==> config.mk <==
export PLATFORM = sky130hd
export DESIGN_NAME = ddh_front
export DESIGN_NICKNAME = d
export VERILOG_FILES = /design/src/rtl/core/ddh_pkg.sv /design/src/rtl/core/ddh_front.sv
export SDC_FILE = /design/constraint.sdc
export NUM_CORES = 1
export LEC_CHECK = 0
export ABC_CLOCK_PERIOD_IN_PS = 34400
export CAP_MARGIN = 40
export CORE_UTILIZATION = 30
export DETAILED_ROUTE_END_ITERATION = 12
export DONT_BUFFER_PORTS = 1
export PLACE_DENSITY_LB_ADDON = 0.3
export RECOVER_POWER = 25
export SLEW_MARGIN = 10
export SYNTH_ARGS = -nofsm -noshare
export SYNTH_HDL_FRONTEND = slang
export SYNTH_SLANG_ARGS = --single-unit
==> constraint.sdc <==
create_clock -name clk -period 34.4 [get_ports clk]
set_input_delay 8.6 -clock clk [delete_from_list [all_inputs] [get_ports clk]]
set_output_delay 8.6 -clock clk [all_outputs]
set_load 0.02 [all_outputs]
==> src/rtl/core/ddh_pkg.sv <==
`timescale 1ns / 1ps
package ddh_pkg;

  localparam int MAX_SLOTS_DEF = 1024;
  localparam logic [3:0] CAP_LOG2_RESET = 4'd10;
  localparam logic [63:0] MIX_MULT = 64'hFF51AFD7ED558CCD;
  localparam int MIX_SHIFT = 33;
  localparam logic [31:0] REF_MAX = 32'hFFFFFFFF;

  localparam logic [1:0] ST_OK = 2'd0;
  localparam logic [1:0] ST_INVALID = 2'd1;
  localparam logic [1:0] ST_FULL = 2'd2;
  localparam logic [1:0] ST_NOT_FOUND = 2'd3;

  localparam logic OP_RESOLVE = 1'b0;
  localparam logic OP_RELEASE = 1'b1;

  typedef struct packed {
    logic [6:0]  pad;
    logic [31:0] extra_references;
    logic [31:0] free_total;
    logic [31:0] insert_total;
    logic [31:0] hit_total;
    logic [9:0]  longest_probe_seen;
    logic [10:0] live_entries;
    logic        freed;
    logic        shared;
    logic [31:0] physical_id;
    logic [1:0]  status;
  } res_t;

endpackage

==> src/rtl/core/ddh_front.sv <==
`timescale 1ns / 1ps
module ddh_front import ddh_pkg::*; #(
  parameter int IDX_W = 10,
  parameter int REQ_W = 97 + IDX_W
) (
  input  logic             clk,
  input  logic             rst,
  input  logic             go,
  input  logic             in_valid,
  output logic             in_ready,
  input  logic             in_op,
  input  logic [63:0]      in_key,
  input  logic [31:0]      in_prop,
  output logic             q_valid,
  input  logic             q_ready,
  output logic [REQ_W-1:0] q_data
);

  typedef enum logic [5:0] {
    F_IDLE = 6'b000001,
    F_M0   = 6'b000010,
    F_M1   = 6'b000100,
    F_M2   = 6'b001000,
    F_MIX  = 6'b010000,
    F_PUSH = 6'b100000
  } fstate_t;

  fstate_t     state;
  logic        op;
  logic [63:0] key;
  logic [31:0] prop;
  logic [63:0] x1;
  logic [63:0] p0;
  logic [31:0] p1;
  logic [31:0] p2;
  logic [IDX_W-1:0] home;
  logic [63:0] prod;
  logic [63:0] mixed;

  assign in_ready = (state == F_IDLE) && go;
  assign q_valid  = (state == F_PUSH);
  assign q_data   = {op, key, prop, home};

  assign prod  = p0 + {p1 + p2, 32'd0};
  assign mixed = prod ^ (prod >> MIX_SHIFT);

  always_ff @(posedge clk) begin
    if (rst) begin
      state <= F_IDLE;
    end else begin
      case (state)
        F_IDLE: begin
          if (in_valid && in_ready) begin
            op    <= in_op;
            key   <= in_key;
            prop  <= in_prop;
            x1    <= in_key ^ (in_key >> MIX_SHIFT);
            state <= F_M0;
          end
        end
        F_M0: begin
          p0    <= 64'(x1[31:0] * MIX_MULT[31:0]);
          state <= F_M1;
        end
        F_M1: begin
          p1    <= 32'(x1[63:32] * MIX_MULT[31:0]);
          state <= F_M2;
        end
        F_M2: begin
          p2    <= 32'(x1[31:0] * MIX_MULT[63:32]);
          state <= F_MIX;
        end
        F_MIX: begin
          home  <= mixed[IDX_W-1:0];
          state <= F_PUSH;
        end
        F_PUSH: begin
          if (q_ready) begin
            state <= F_IDLE;
          end
        end
        default: begin
          state <= F_IDLE;
        end
      endcase
    end
  end

endmodule

* Word-level counts from Yosys, hierarchy flattened
Index checks and enable logic that the tools add are counted.
W data, S select, Z words.
** Word-level totals
- Output and inout port bits :: 109
- Bits of input ports :: 102
- ROM bits :: 0
- Latch bits :: 0
- Memories kept :: 0
- Bits in writable memories :: 0
- Flip-flop bits (word level) :: 242
- Word-level logic and storage cells :: 36
** Cells by class
- Shift operators :: 0
- Multiplexer cells :: 3
- Magnitude comparators :: 0
- Equality and inequality tests :: 8
- Reductions and logical operators :: 8
- Bitwise logic cells :: 3
- Add/sub/neg operators :: 2
- Divide/modulo/power cells :: 0
- Multipliers :: 3
** Operators by type and width (number)
- $xor A64 B31 Y64 :: 1
- $add A43 B43 Y43 :: 1
- $mul A32 B32 Y43 const B :: 1
- $pmux W6 S6 :: 1
- $mul A32 B25 Y11 const B :: 1
- $mul A32 B30 Y11 const B :: 1
- $mux W6 :: 2
- $add A11 B11 Y11 :: 1
- $reduce_and A2 Y1 :: 5
- $xor A10 B10 Y10 :: 1
- $eq A6 B1 Y1 const B :: 1
- $eq A6 B2 Y1 const B :: 1
- $eq A6 B3 Y1 const B :: 1
- $eq A6 B4 Y1 const B :: 1
- $eq A6 B5 Y1 const B :: 1
- $eq A6 B6 Y1 const B :: 1
- $ne A2 B1 Y1 const B :: 2
- $reduce_and A3 Y1 :: 1
- $logic_and A1 B1 Y1 :: 2
- $not A1 Y1 :: 1

* Logic depth before layout (Yosys ltp)
- Depth in word-level cells :: 5
- Depth in mapped cells :: 24
- Gate-level depth less buffers :: 24

* Least setup slack after synthesis
No wires, ideal clock.
- Kind :: input-to-reg
- Start point :: input port in_valid
- End point :: register key[0] (enable)
- Setup time :: 0.798 ns
- Required time :: 33.602 ns
- Path buffers :: 0
- Data arrival time :: 17.940 ns
- Setup slack :: 15.662 ns
- Stages :: 2
- Cell sequence :: nand2_1 nor3b_1
** Between the ends
- Word-level cells in the longest chain between the ends :: 2
** Ends and longest elaborated chain
- start, declared :: RTL line ddh_front.sv:9 : input logic in_valid,
- $logic_and A1 B1 Y1 :: RTL line ddh_front.sv:53 : if (in_valid && in_ready) begin
- $reduce_and A3 Y1 (no line)
- end signal, assigned :: RTL line ddh_front.sv:55 : key <= in_key;
- end, declared :: RTL line ddh_front.sv:30 : logic [63:0] key;
No other way between the ends.
A chain may end at the register's enable or synchronous reset.

* Worst setup path in the final report
- Start point :: input port go
- End point :: output port in_ready
** Between the ends
- Word-level cells in the longest chain between the ends :: 1
** Ends and longest elaborated chain
- start, declared :: RTL line ddh_front.sv:8 : input logic go,
- $logic_and A1 B1 Y1 :: RTL line ddh_front.sv:40 : assign in_ready = (state == F_IDLE) && go;
- end, declared :: RTL line ddh_front.sv:10 : output logic in_ready,
No other way between the ends.

==> metrics.txt <==
status=finished clean; diode count=0; clk root buf=clkbuf_16; area of the multi-input gates=roughly 14000 um^2; hold slack=approximately 0.54 ns; min cycle time layout=roughly 17 ns; htree depth=4; worst setup skew after layout=0.0220 ns; RSZ-0062 raised after global routing=false; # fillers=about 7200; num ports=211; number of port buffers=0; Avg Cell Area, Syn=approximately 12 um^2; initial DRC count=slightly above 600; crit path cell chain=and2_1; main combinational cell family by area after synthesis=adder cells; Synth Area in Compound Gates=0.0487; critical path launch point type=input port; syn nets=~2600; max incr delay on CP=~0.21 ns; Sink Count=about 190; detailed-route via count=~13000; period utilization=0.506; setup_tns=0 ns; DRT antenna net count=0; grt ovf=0; WP buf/inv=0; Slew Limit Fails=0; core box area=a little over 70000 um^2; Resized Gates After CTS=0; maximum fanout along the worst path=2; final WL=roughly 53000 um; First-pass DRT Iterations=5; vias in the first global route=~14000; Worst EP arrival=slightly below 9 ns; Setup Viol. Count Final=0; Final HPWL DP=between 40000 and 50000 um; initial antenna violation count=2; cell area after synthesis=roughly 22000 um^2; cts bufs inserted=17; Synth Instances=between 1500 and 2000; die area=approximately 73000 um^2; clk_lat worst skew=approximately 0.48 ns; worst slew pin tran=1.35 ns; hold_sp=state[1]$_SDFFE_PP0P_; CP required=between 20 and 30 ns; Clock transition at path regs=around 0.08 ns; drt wl/cell=18.6 um; Synth cell types=57; largest net degree at the start of global routing=68; post-CTS setup buffer count=0; Final Hold Viols=0; critical path class=input port to output pin; Max Clk Rate=roughly 57 MHz; ys flop type=edfxtp_1; Worst Hold Class=register to register; max_cap viols=0; worst-path cell with the longest stage delay=and2_1; mux cell area share after synthesis=0; sequential share of the synthesized area=0.256; register area=roughly 5600 um^2; Synth Area in Simple Gates=0.0294; Post-Synth Adder-Cell Area=0.499; DRC violations left=0; crit-path leading delay family=simple AND/OR/NAND/NOR gates; initial core utilization=0.303; Slew HR=0.0985; CTS tree=built; Synth Register Bits=between 150 and 200; hold_buf cts=0; GPL Wtd Cong=approximately 0.9; Critical Path Start=go; Syn. warnings=0; number of flops mapped to enable cells by yosys=181; Worst Setup End Kind=output pin; reg2reg start=x1[0]$_DFFE_PP_; via/cell ratio=roughly 4.5; Bufs on Longest Clock Path=2; row count=98; Overall Global Routing Usage=0.147; post-synthesis share of cell area spent on xor and xnor gates=0.0521; share of layout cells above drive strength 1=0.0272; Die Ht=271 um; die extent in x=roughly 270 um; nets=between 2000 and 3000; first-pass GRT wire length=between 80000 and 90000 um; Syn-to-layout area delta=7.20%; Async SR Flop Fraction=0
==> worst paths after layout <==
| check | to | slack, ns | cells past startpoint |
|---|---|---|---|
| worst max-delay path | in_ready | 16.99 | 1 |
| worst max register to register | p0[40]$_DFFE_PP_ | 26.20 | 21 |
| worst min register to register | state[3]$_SDFFE_PP0P_ | 0.54 | 1 |
| worst min-delay path | state[3]$_SDFFE_PP0P_ | 0.54 | 1 |
==> layout by cell type (no fill, tap or decap), types with 7 or more instances in the layout <==
cell and count:
nand2_1 24, nor3_1 12, edfxtp_1 181, clkbuf_16 17, o21bai_1 9, nand2b_1 7, nand3_1 8, a21o_1 22
nor2_1 32, a21oi_1 46, inv_1 591, a211oi_1 8, xnor2_1 79, nand4_1 10, fa_1 359, ha_1 290
o21ai_0 31, xor2_1 50
==> per-layer routing <==
metal | routed length, um | up-vias | global-route usage
met5 | 13 | - | 0
met4 | 1070 | 2 | 0.0434
met3 | 2470 | 42 | 0.0250
met2 | 25800 | 316 | 0.247
met1 | 23100 | 6440 | 0.193
li1 | - | 5770 | -
==> synthesized netlist by cell type (4+ instances only) <==
| cell type | number | area, um^2 |
|---|---|---|
| edfxtp_1 | 181 | 5440 |
| o21ai_0 | 28 | 140 |
| o21bai_1 | 9 | 67.6 |
| and2_1 | 5 | 31.3 |
| dfxtp_1 | 6 | 120 |
| a21oi_1 | 44 | 220 |
| o2111ai_1 | 6 | 52.6 |
| xor2_1 | 50 | 438 |
| inv_1 | 591 | 2220 |
| nand2_1 | 24 | 90.1 |
| nand2b_1 | 7 | 43.8 |
| buf_4 | 34 | 255 |
| fa_1 | 359 | 7190 |
| nand3_1 | 8 | 40.0 |
| clkbuf_1 | 5 | 18.8 |
| a21o_1 | 22 | 165 |
| a21oi_2 | 4 | 35.0 |
| nor2_1 | 32 | 120 |
| a211oi_1 | 8 | 60.1 |
| xnor2_1 | 79 | 692 |
| nor3_1 | 13 | 65.1 |
| nand4_1 | 10 | 62.6 |
| o211ai_1 | 4 | 30.0 |
| ha_1 | 290 | 3630 |
==> state kept, by name, indices dropped and copies added (netlist names) <==
signal	count
home	10
p0	21
state	6
prop	32
p2	11
p1	11
op	1
x1	31
key	64
==> through the flow <==
stage | utilization | setup slack (ns) | cells | instance area [um^2]
final | 0.325 | 16.99 | 2823 | 23300
after global routing | 0.325 | 16.97 | 2823 | 23300
after CTS | 0.326 | 16.98 | 2822 | 23300
after detailed placement | 0.317 | 16.98 | 2792 | 22700
after global placement | 0.317 | 16.98 | 2789 | 22700
after floorplan | - | 15.66 | 1874 | 21700
==> cell families (layout without fill, tap and decap cells) <==
group | Yosys count | count (layout)
AOI/OAI and AO/OA | 154 | 154
xor gates and xnor gates | 129 | 129
adders and majority gates | 649 | 649
buffers and inverters | 631 | 630
DFF | 187 | 187
and+or+nand+nor | 124 | 124
==> area by class of cell <==
cell class              instances  area share
clock buffers                  17      0.0183
repair buffers                  9     0.00350
multi-input cells            1056       0.585
inverters                     591      0.0954
clock inverters                13     0.00753
well taps                     950      0.0511
flip-flops and latches        187       0.239
Power is not shown: default switching activity piles up to over one toggle a cycle in this logic, so the estimate is an artifact.
