<file path="config.mk">
export PLATFORM = sky130hd
export DESIGN_NAME = ddh_queue
export DESIGN_NICKNAME = d
export VERILOG_FILES = /design/src/rtl/core/ddh_pkg.sv /design/src/rtl/core/ddh_queue.sv
export SDC_FILE = /design/constraint.sdc
export NUM_CORES = 1
export LEC_CHECK = 0
export BUFFER_PORTS_ARGS = -buffer_cell sky130_fd_sc_hd__buf_4
export CAP_MARGIN = 30
export CORE_UTILIZATION = 48
export CTS_CLUSTER_DIAMETER = 120
export DETAILED_ROUTE_END_ITERATION = 7
export PLACE_DENSITY_LB_ADDON = 0.08
export SLEW_MARGIN = 20
export SYNTH_ARGS = -nofsm -noshare
export SYNTH_HDL_FRONTEND = slang
export SYNTH_SLANG_ARGS = --single-unit
</file>
<file path="constraint.sdc">
create_clock -name clk -period 1.7 [get_ports clk]
set_input_delay 0.255 -clock clk [delete_from_list [all_inputs] [get_ports clk]]
set_output_delay 0.255 -clock clk [all_outputs]
set_load 0.01 [all_outputs]
</file>
<file path="src/rtl/core/ddh_pkg.sv">
`timescale 1ns / 1ps
package ddh_pkg;

  localparam int MAX_SLOTS_DEF = 1024;
  localparam logic [3:0] CAP_LOG2_RESET = 4'd10;
  localparam logic [63:0] MIX_MULT = 64'hFF51AFD7ED558CCD;
  localparam int MIX_SHIFT = 33;
  localparam logic [31:0] REF_MAX = 32'hFFFFFFFF;

  localparam logic [1:0] ST_OK = 2'd0;
  localparam logic [1:0] ST_INVALID = 2'd1;
  localparam logic [1:0] ST_FULL = 2'd2;
  localparam logic [1:0] ST_NOT_FOUND = 2'd3;

  localparam logic OP_RESOLVE = 1'b0;
  localparam logic OP_RELEASE = 1'b1;

  typedef struct packed {
    logic [6:0]  pad;
    logic [31:0] extra_references;
    logic [31:0] free_total;
    logic [31:0] insert_total;
    logic [31:0] hit_total;
    logic [9:0]  longest_probe_seen;
    logic [10:0] live_entries;
    logic        freed;
    logic        shared;
    logic [31:0] physical_id;
    logic [1:0]  status;
  } res_t;

endpackage

</file>
<file path="src/rtl/core/ddh_queue.sv">
`timescale 1ns / 1ps
module ddh_queue import ddh_pkg::*; #(
  parameter int W = 8
) (
  input  logic         clk,
  input  logic         rst,
  input  logic         in_valid,
  output logic         in_ready,
  input  logic [W-1:0] in_data,
  output logic         out_valid,
  input  logic         out_ready,
  output logic [W-1:0] out_data
);

  logic [W-1:0] entries [2];
  logic         wr_ptr;
  logic         rd_ptr;
  logic [1:0]   count;
  logic         push;
  logic         pop;

  assign in_ready  = (count != 2'd2);
  assign out_valid = (count != 2'd0);
  assign out_data  = entries[rd_ptr];
  assign push      = in_valid && in_ready;
  assign pop       = out_valid && out_ready;

  always_ff @(posedge clk) begin
    if (push) begin
      entries[wr_ptr] <= in_data;
    end
    if (rst) begin
      wr_ptr <= 1'b0;
      rd_ptr <= 1'b0;
      count  <= 2'd0;
    end else begin
      if (push) begin
        wr_ptr <= ~wr_ptr;
      end
      if (pop) begin
        rd_ptr <= ~rd_ptr;
      end
      if (push && !pop) begin
        count <= count + 2'd1;
      end else if (pop && !push) begin
        count <= count - 2'd1;
      end
    end
  end

endmodule

</file>
### Word level (Yosys, flattened, before mapping)

Memories as Yosys holds them, arrays and structs flattened. A register that Yosys moved wholly into a read port is not among the register bits.
Cells that the tools add are included.

| word-level totals | value |
|---|---|
| memories kept | 1 |
| register bits | 4 |
| word-level logic and storage cells | 23 |
| input bits | 12 |
| output and inout port bits | 10 |
| ROM bits | 0 |
| bits in latches | 0 |
| bits in writable memories | 16 |

Memory list:

| name | depth | bits a word | read ports | clocked after memory_dff | wr ports | RTL line | RTL |
|---|---|---|---|---|---|---|---|
| entries | 2 | 8 | 1 | 1 | 1 | ddh_queue.sv:15 | `logic [W-1:0] entries [2];` |

| cells by class | value |
|---|---|
| equality and inequality tests | 1 |
| order comparisons | 0 |
| bitwise logic cells | 2 |
| reductions and logical operators | 8 |
| multipliers | 0 |
| shifts and indexed selects | 0 |
| divide/modulo/power cells | 0 |
| muxes and demuxes | 6 |
| $add $sub $neg | 2 |

Operators by type and width:

| cell | count |
|---|---|
| $logic_and A1 B1 Y1 | 4 |
| $mux W1 | 4 |
| $mux W2 | 2 |
| $reduce_bool A2 Y1 | 2 |
| $add A2 B1 Y2 const B | 1 |
| $logic_not A1 Y1 | 2 |
| $ne A2 B2 Y1 const B | 1 |
| $not A1 Y1 | 2 |
| $sub A2 B1 Y2 const B | 1 |

### Depth between registers and ports, before layout

| depth | value |
|---|---|
| word-level depth | 6 |
| mapped depth | 6 |
| mapped depth without buffers | 6 |

### Worst setup path before layout

OpenSTA, ideal clock, no wires.

| timing path | value |
|---|---|
| path kind | register to register |
| start | reg count[0] |
| end | reg count[1] |
| period minus slack after synthesis | 1.582 ns |
| data arrival time | 1.512 ns |
| stages on the path, launching flop included | 6 |
| library setup time | 0.070 ns |
| path buffers | 0 |
| slack | 0.118 ns |
| data required time | 1.630 ns |
| path through | dfxtp_1 nand2b_1 and2_1 ha_1 or3_1 a21oi_1 |

| on the way | value |
|---|---|
| word-level cells in the longest chain between the ends | 5 |
| elaborated cells between the ends (all ways) | 13 |
| classes of those cells | add/sub (2); eq/ne (1); mux (2); reduce/logical (8) |

RTL lines:

| item | RTL line | RTL |
|---|---|---|
| from (decl) | ddh_queue.sv:18 | `logic [1:0] count;` |
| from (signal assigned) | ddh_queue.sv:44 | `count <= count + 2'd1;` |
| from (signal assigned) | ddh_queue.sv:46 | `count <= count - 2'd1;` |
| $ne A2 B2 Y1 (*) | ddh_queue.sv:22 | `assign in_ready = (count != 2'd2);` |
| net in_ready | ddh_queue.sv:8 | `output logic in_ready,` |
| $logic_and A1 B1 Y1 (*) | ddh_queue.sv:25 | `assign push = in_valid && in_ready;` |
| net push | ddh_queue.sv:19 | `logic push;` |
| $logic_not A1 Y1 | ddh_queue.sv:45 | `end else if (pop && !push) begin` |
| $logic_and A1 B1 Y1 | ddh_queue.sv:45 |  |
| $reduce_bool A2 Y1 (no line) | -- |  |

Mark *: on every way through the listed nets, which the timed path passes. The rest lies on a longest branch. The select of a mux whose other input is x is not followed.
A chain may end at the register's enable or synchronous reset.

### Final worst setup path

| timing path | value |
|---|---|
| start | reg count[0] |
| end | reg count[1] |

| on the way | value |
|---|---|
| word-level cells in the longest chain between the ends | 5 |
| elaborated cells between the ends (all ways) | 13 |
| classes of those cells | add/sub (2); eq/ne (1); mux (2); reduce/logical (8) |

RTL lines:

| item | RTL line |
|---|---|
| $ne A2 B2 Y1 (*) | ddh_queue.sv:22 |
| $logic_and A1 B1 Y1 (*) | ddh_queue.sv:25 |
| net push | ddh_queue.sv:19 |
| $logic_not A1 Y1 | ddh_queue.sv:45 |
| $logic_and A1 B1 Y1 | ddh_queue.sv:45 |
| $reduce_bool A2 Y1 (no line) | -- |

Marked as above.

==> impl_metrics.json <==
{
  "ctsHtreeMaxLevel": 1,
  "worstSetupEndpointType": "flip-flop",
  "rsz0062_at_grt": "false",
  "vias_per_cell": 5.08,
  "cts_hold_buf": 0,
  "grt_pass1_wl_mm": 1.85,
  "clock_sinks": 21,
  "avgRoutedWirePerCell_um": 13.3,
  "grt_util_met2_pct": 22.4,
  "seq_area_frac_synth_pct": 72.7,
  "die_y_um": 42.8,
  "drt-total-wl_mm": 1.20,
  "dp_cells": 86,
  "row_count": 14,
  "fmaxAchievable_ghz": 0.632,
  "tritoncts": "done",
  "synth_warnings": 0,
  "grt_use_met3_pct": 4.68,
  "rrSetupSlack_ns": 0.12,
  "grt_overflow": 0,
  "grt_max_degree": 13,
  "slew_headroom_pct": 74.2,
  "finalHoldViolations": 0,
  "syn_to_final_growth_pct": 27.1,
  "syn_area_per_cell_um2": 16.3,
  "io_pins": 22,
  "maxCapViolCount": 0,
  "power_density_mw_per_mm2": 1410,
  "grtUsageTotal_pct": 14.0,
  "die-area_mm2": 0.00183,
  "final_cell_mix": "buf_4, edfxtp_1, mux2_2, dfxtp_1",
  "yosysTopAreaCellShare_pct": 60.2,
  "n_antenna_cell": 0,
  "die_w_um": 42.8,
  "final-max-slew-violation-count": 0,
  "finalSetupViolCount": 0,
  "use_met1_pct": 17.3,
  "period_minus_slack_ns": 1.58,
  "dr.pass1.iters": 4,
  "r2r-end": "count[1]$_SDFFE_PP0P_",
  "final_cells": 90,
  "crit_arrival_ns": 1.83,
  "routabilityCongestion": 0.648,
  "dpl.hpwl_um": 833,
  "portBuffers": 21,
  "status": "finished, final reports clean",
  "worstSkewPairLatency_ns": 0.30,
  "critPathMaxFanout": 5,
  "drt_iter0_markers": 4,
  "setup.worst_path.end": "count[1]$_SDFFE_PP0P_",
  "num_vias": 457,
  "vdd.ir_drop.worst_v": 0.000836,
  "drc": 0,
  "final_common_cell": "buf_4",
  "cts_inserted_buffers": 3,
  "synth_seq_cells": 21,
  "syn_area_um2": 798,
  "rr_startpoint": "count[0]$_SDFFE_PP0P_",
  "antenna_found_initial": 0,
  "required_ns": 1.95,
  "cts.repair.resized": 0,
  "synth_cell_type_count": 17,
  "layout-drive-gt1-share_pct": 51.4,
  "final_area_mm2": 0.00101,
  "grt.busiest_layer": "met2",
  "period_share_pct": 93.1,
  "root_buffer": "clkbuf_4",
  "placed_cell_area_um2": 978,
  "synth_fp_nets": 62,
  "start_kind": "flip-flop",
  "fin_setup_tns_ns": 0,
  "post-cts-setup-buffers": 0,
  "r2r.worst_path.cells": 5,
  "grt_pass1_vias": 433,
  "core_area_mm2": 0.00152,
  "p_leak_nw": 0.408,
  "total_power_mw": 1.43,
  "n_fill_cell": 111,
  "netlist_instances": 49,
  "synth_top_area_cell": "edfxtp_1",
  "ant_nets": 0,
  "crit_start": "count[0]$_SDFFE_PP0P_",
  "path_clk_slew_ns": 0.12,
  "path_class": "flip-flop to flip-flop",
  "start_util_pct": 52.4,
  "hp-class": "input pin to flip-flop",
  "synth_area_leaders": "edfxtp_1, dfxtp_1, mux2_2",
  "finalClockSkew_ns": 0.00965,
  "nets": 88,
  "worstMarginPinSlew_ns": 0.388,
  "clock_path_buffers": 2
}
==> routing by layer <==
| layer | wire, um | part of all wire, % | up-vias |
|---|---|---|---|
| met5 | 0 | 0 | - |
| met4 | 0 | 0 | 0 |
| met3 | 69 | 5.8 | 0 |
| met2 | 620 | 52 | 15 |
| met1 | 506 | 42 | 215 |
| li1 | - | - | 227 |
==> synthesized netlist by cell type <==
cell type	instances
nand3b_1	1
edfxtp_1	16
and2_1	1
dfxtp_1	5
inv_1	1
a21bo_2	1
a21oi_1	2
or2_2	1
nor2_1	3
nand2b_1	1
xor2_1	3
o21ai_0	2
buf_2	1
mux2_2	8
ha_1	1
and3_1	1
or3_1	1
==> where the power goes <==
part	switching (mW)	internal, mW	total (mW)
combinational	0.197	0.274	0.471
sequential	0.0694	0.653	0.722
clock	0.147	0.0876	0.234
total	0.414	1.01	1.43
==> sequential cells by signal (all words and copies together), names as in the netlist, named ones only <==
signal,flops
wr_ptr,1
rd_ptr,1
entries,16
count,2
==> layout make-up <==
| type | count | area [um^2] | area share (%) |
|---|---|---|---|
| multi-input cells | 26 | 216 | 21.3 |
| clock inverters | 1 | 5.00 | 0.493 |
| repair buffers | 22 | 165 | 16.3 |
| clock buffers | 3 | 22.5 | 2.22 |
| well taps | 16 | 20.0 | 1.97 |
| flip-flops and latches | 21 | 582 | 57.3 |
| inverters | 1 | 3.75 | 0.370 |
==> per-stage QoR <==
| step | util, % | setup slack, ns | hold slack (ns) |
|---|---|---|---|
| after global placement | 64.2 | 0.135 | 0.440 |
| after CTS | 66.0 | 0.0389 | 0.125 |
| after floorplan | - | 0.118 | 0.324 |
| final | 66.6 | 0.118 | 0.129 |
| after detailed placement | 64.2 | 0.0932 | 0.443 |
| after global routing | 66.6 | 0.0117 | 0.100 |
==> worst max-delay path, cell delays in order (launching register included) <==
cell and delay, ns:
dfxtp_1 0.37, nand2b_4 0.17, and2_1 0.16, ha_1 0.33, or3_1 0.35, a21oi_1 0.14
==> kinds of logic after synthesis <==
group,after synthesis,synth area share [%]
muxes,8,11.3
buffers and inverters,2,1.10
adders and majority gates,1,1.57
and+or+nand+nor,9,6.27
AOI/OAI and AO/OA,5,3.76
DFF,21,72.7
xor gates and xnor gates,3,3.29
==> worst min path at each step <==
stage / startpoint / endpoint / slack [ns] / cells past startpoint
floorplan: rst / count[1]$_SDFFE_PP0P_ / 0.32 / 1
global placement: in_data[2] / entries[0][2]$_DFFE_PP_ / 0.44 / 1
detailed placement: in_data[5] / entries[0][5]$_DFFE_PP_ / 0.44 / 1
CTS: in_data[0] / entries[0][0]$_DFFE_PP_ / 0.13 / 1
global route: in_data[0] / entries[0][0]$_DFFE_PP_ / 0.10 / 1
finish: in_data[7] / entries[0][7]$_DFFE_PP_ / 0.13 / 1
No activity file was read; power rests on OpenSTA's default activity.
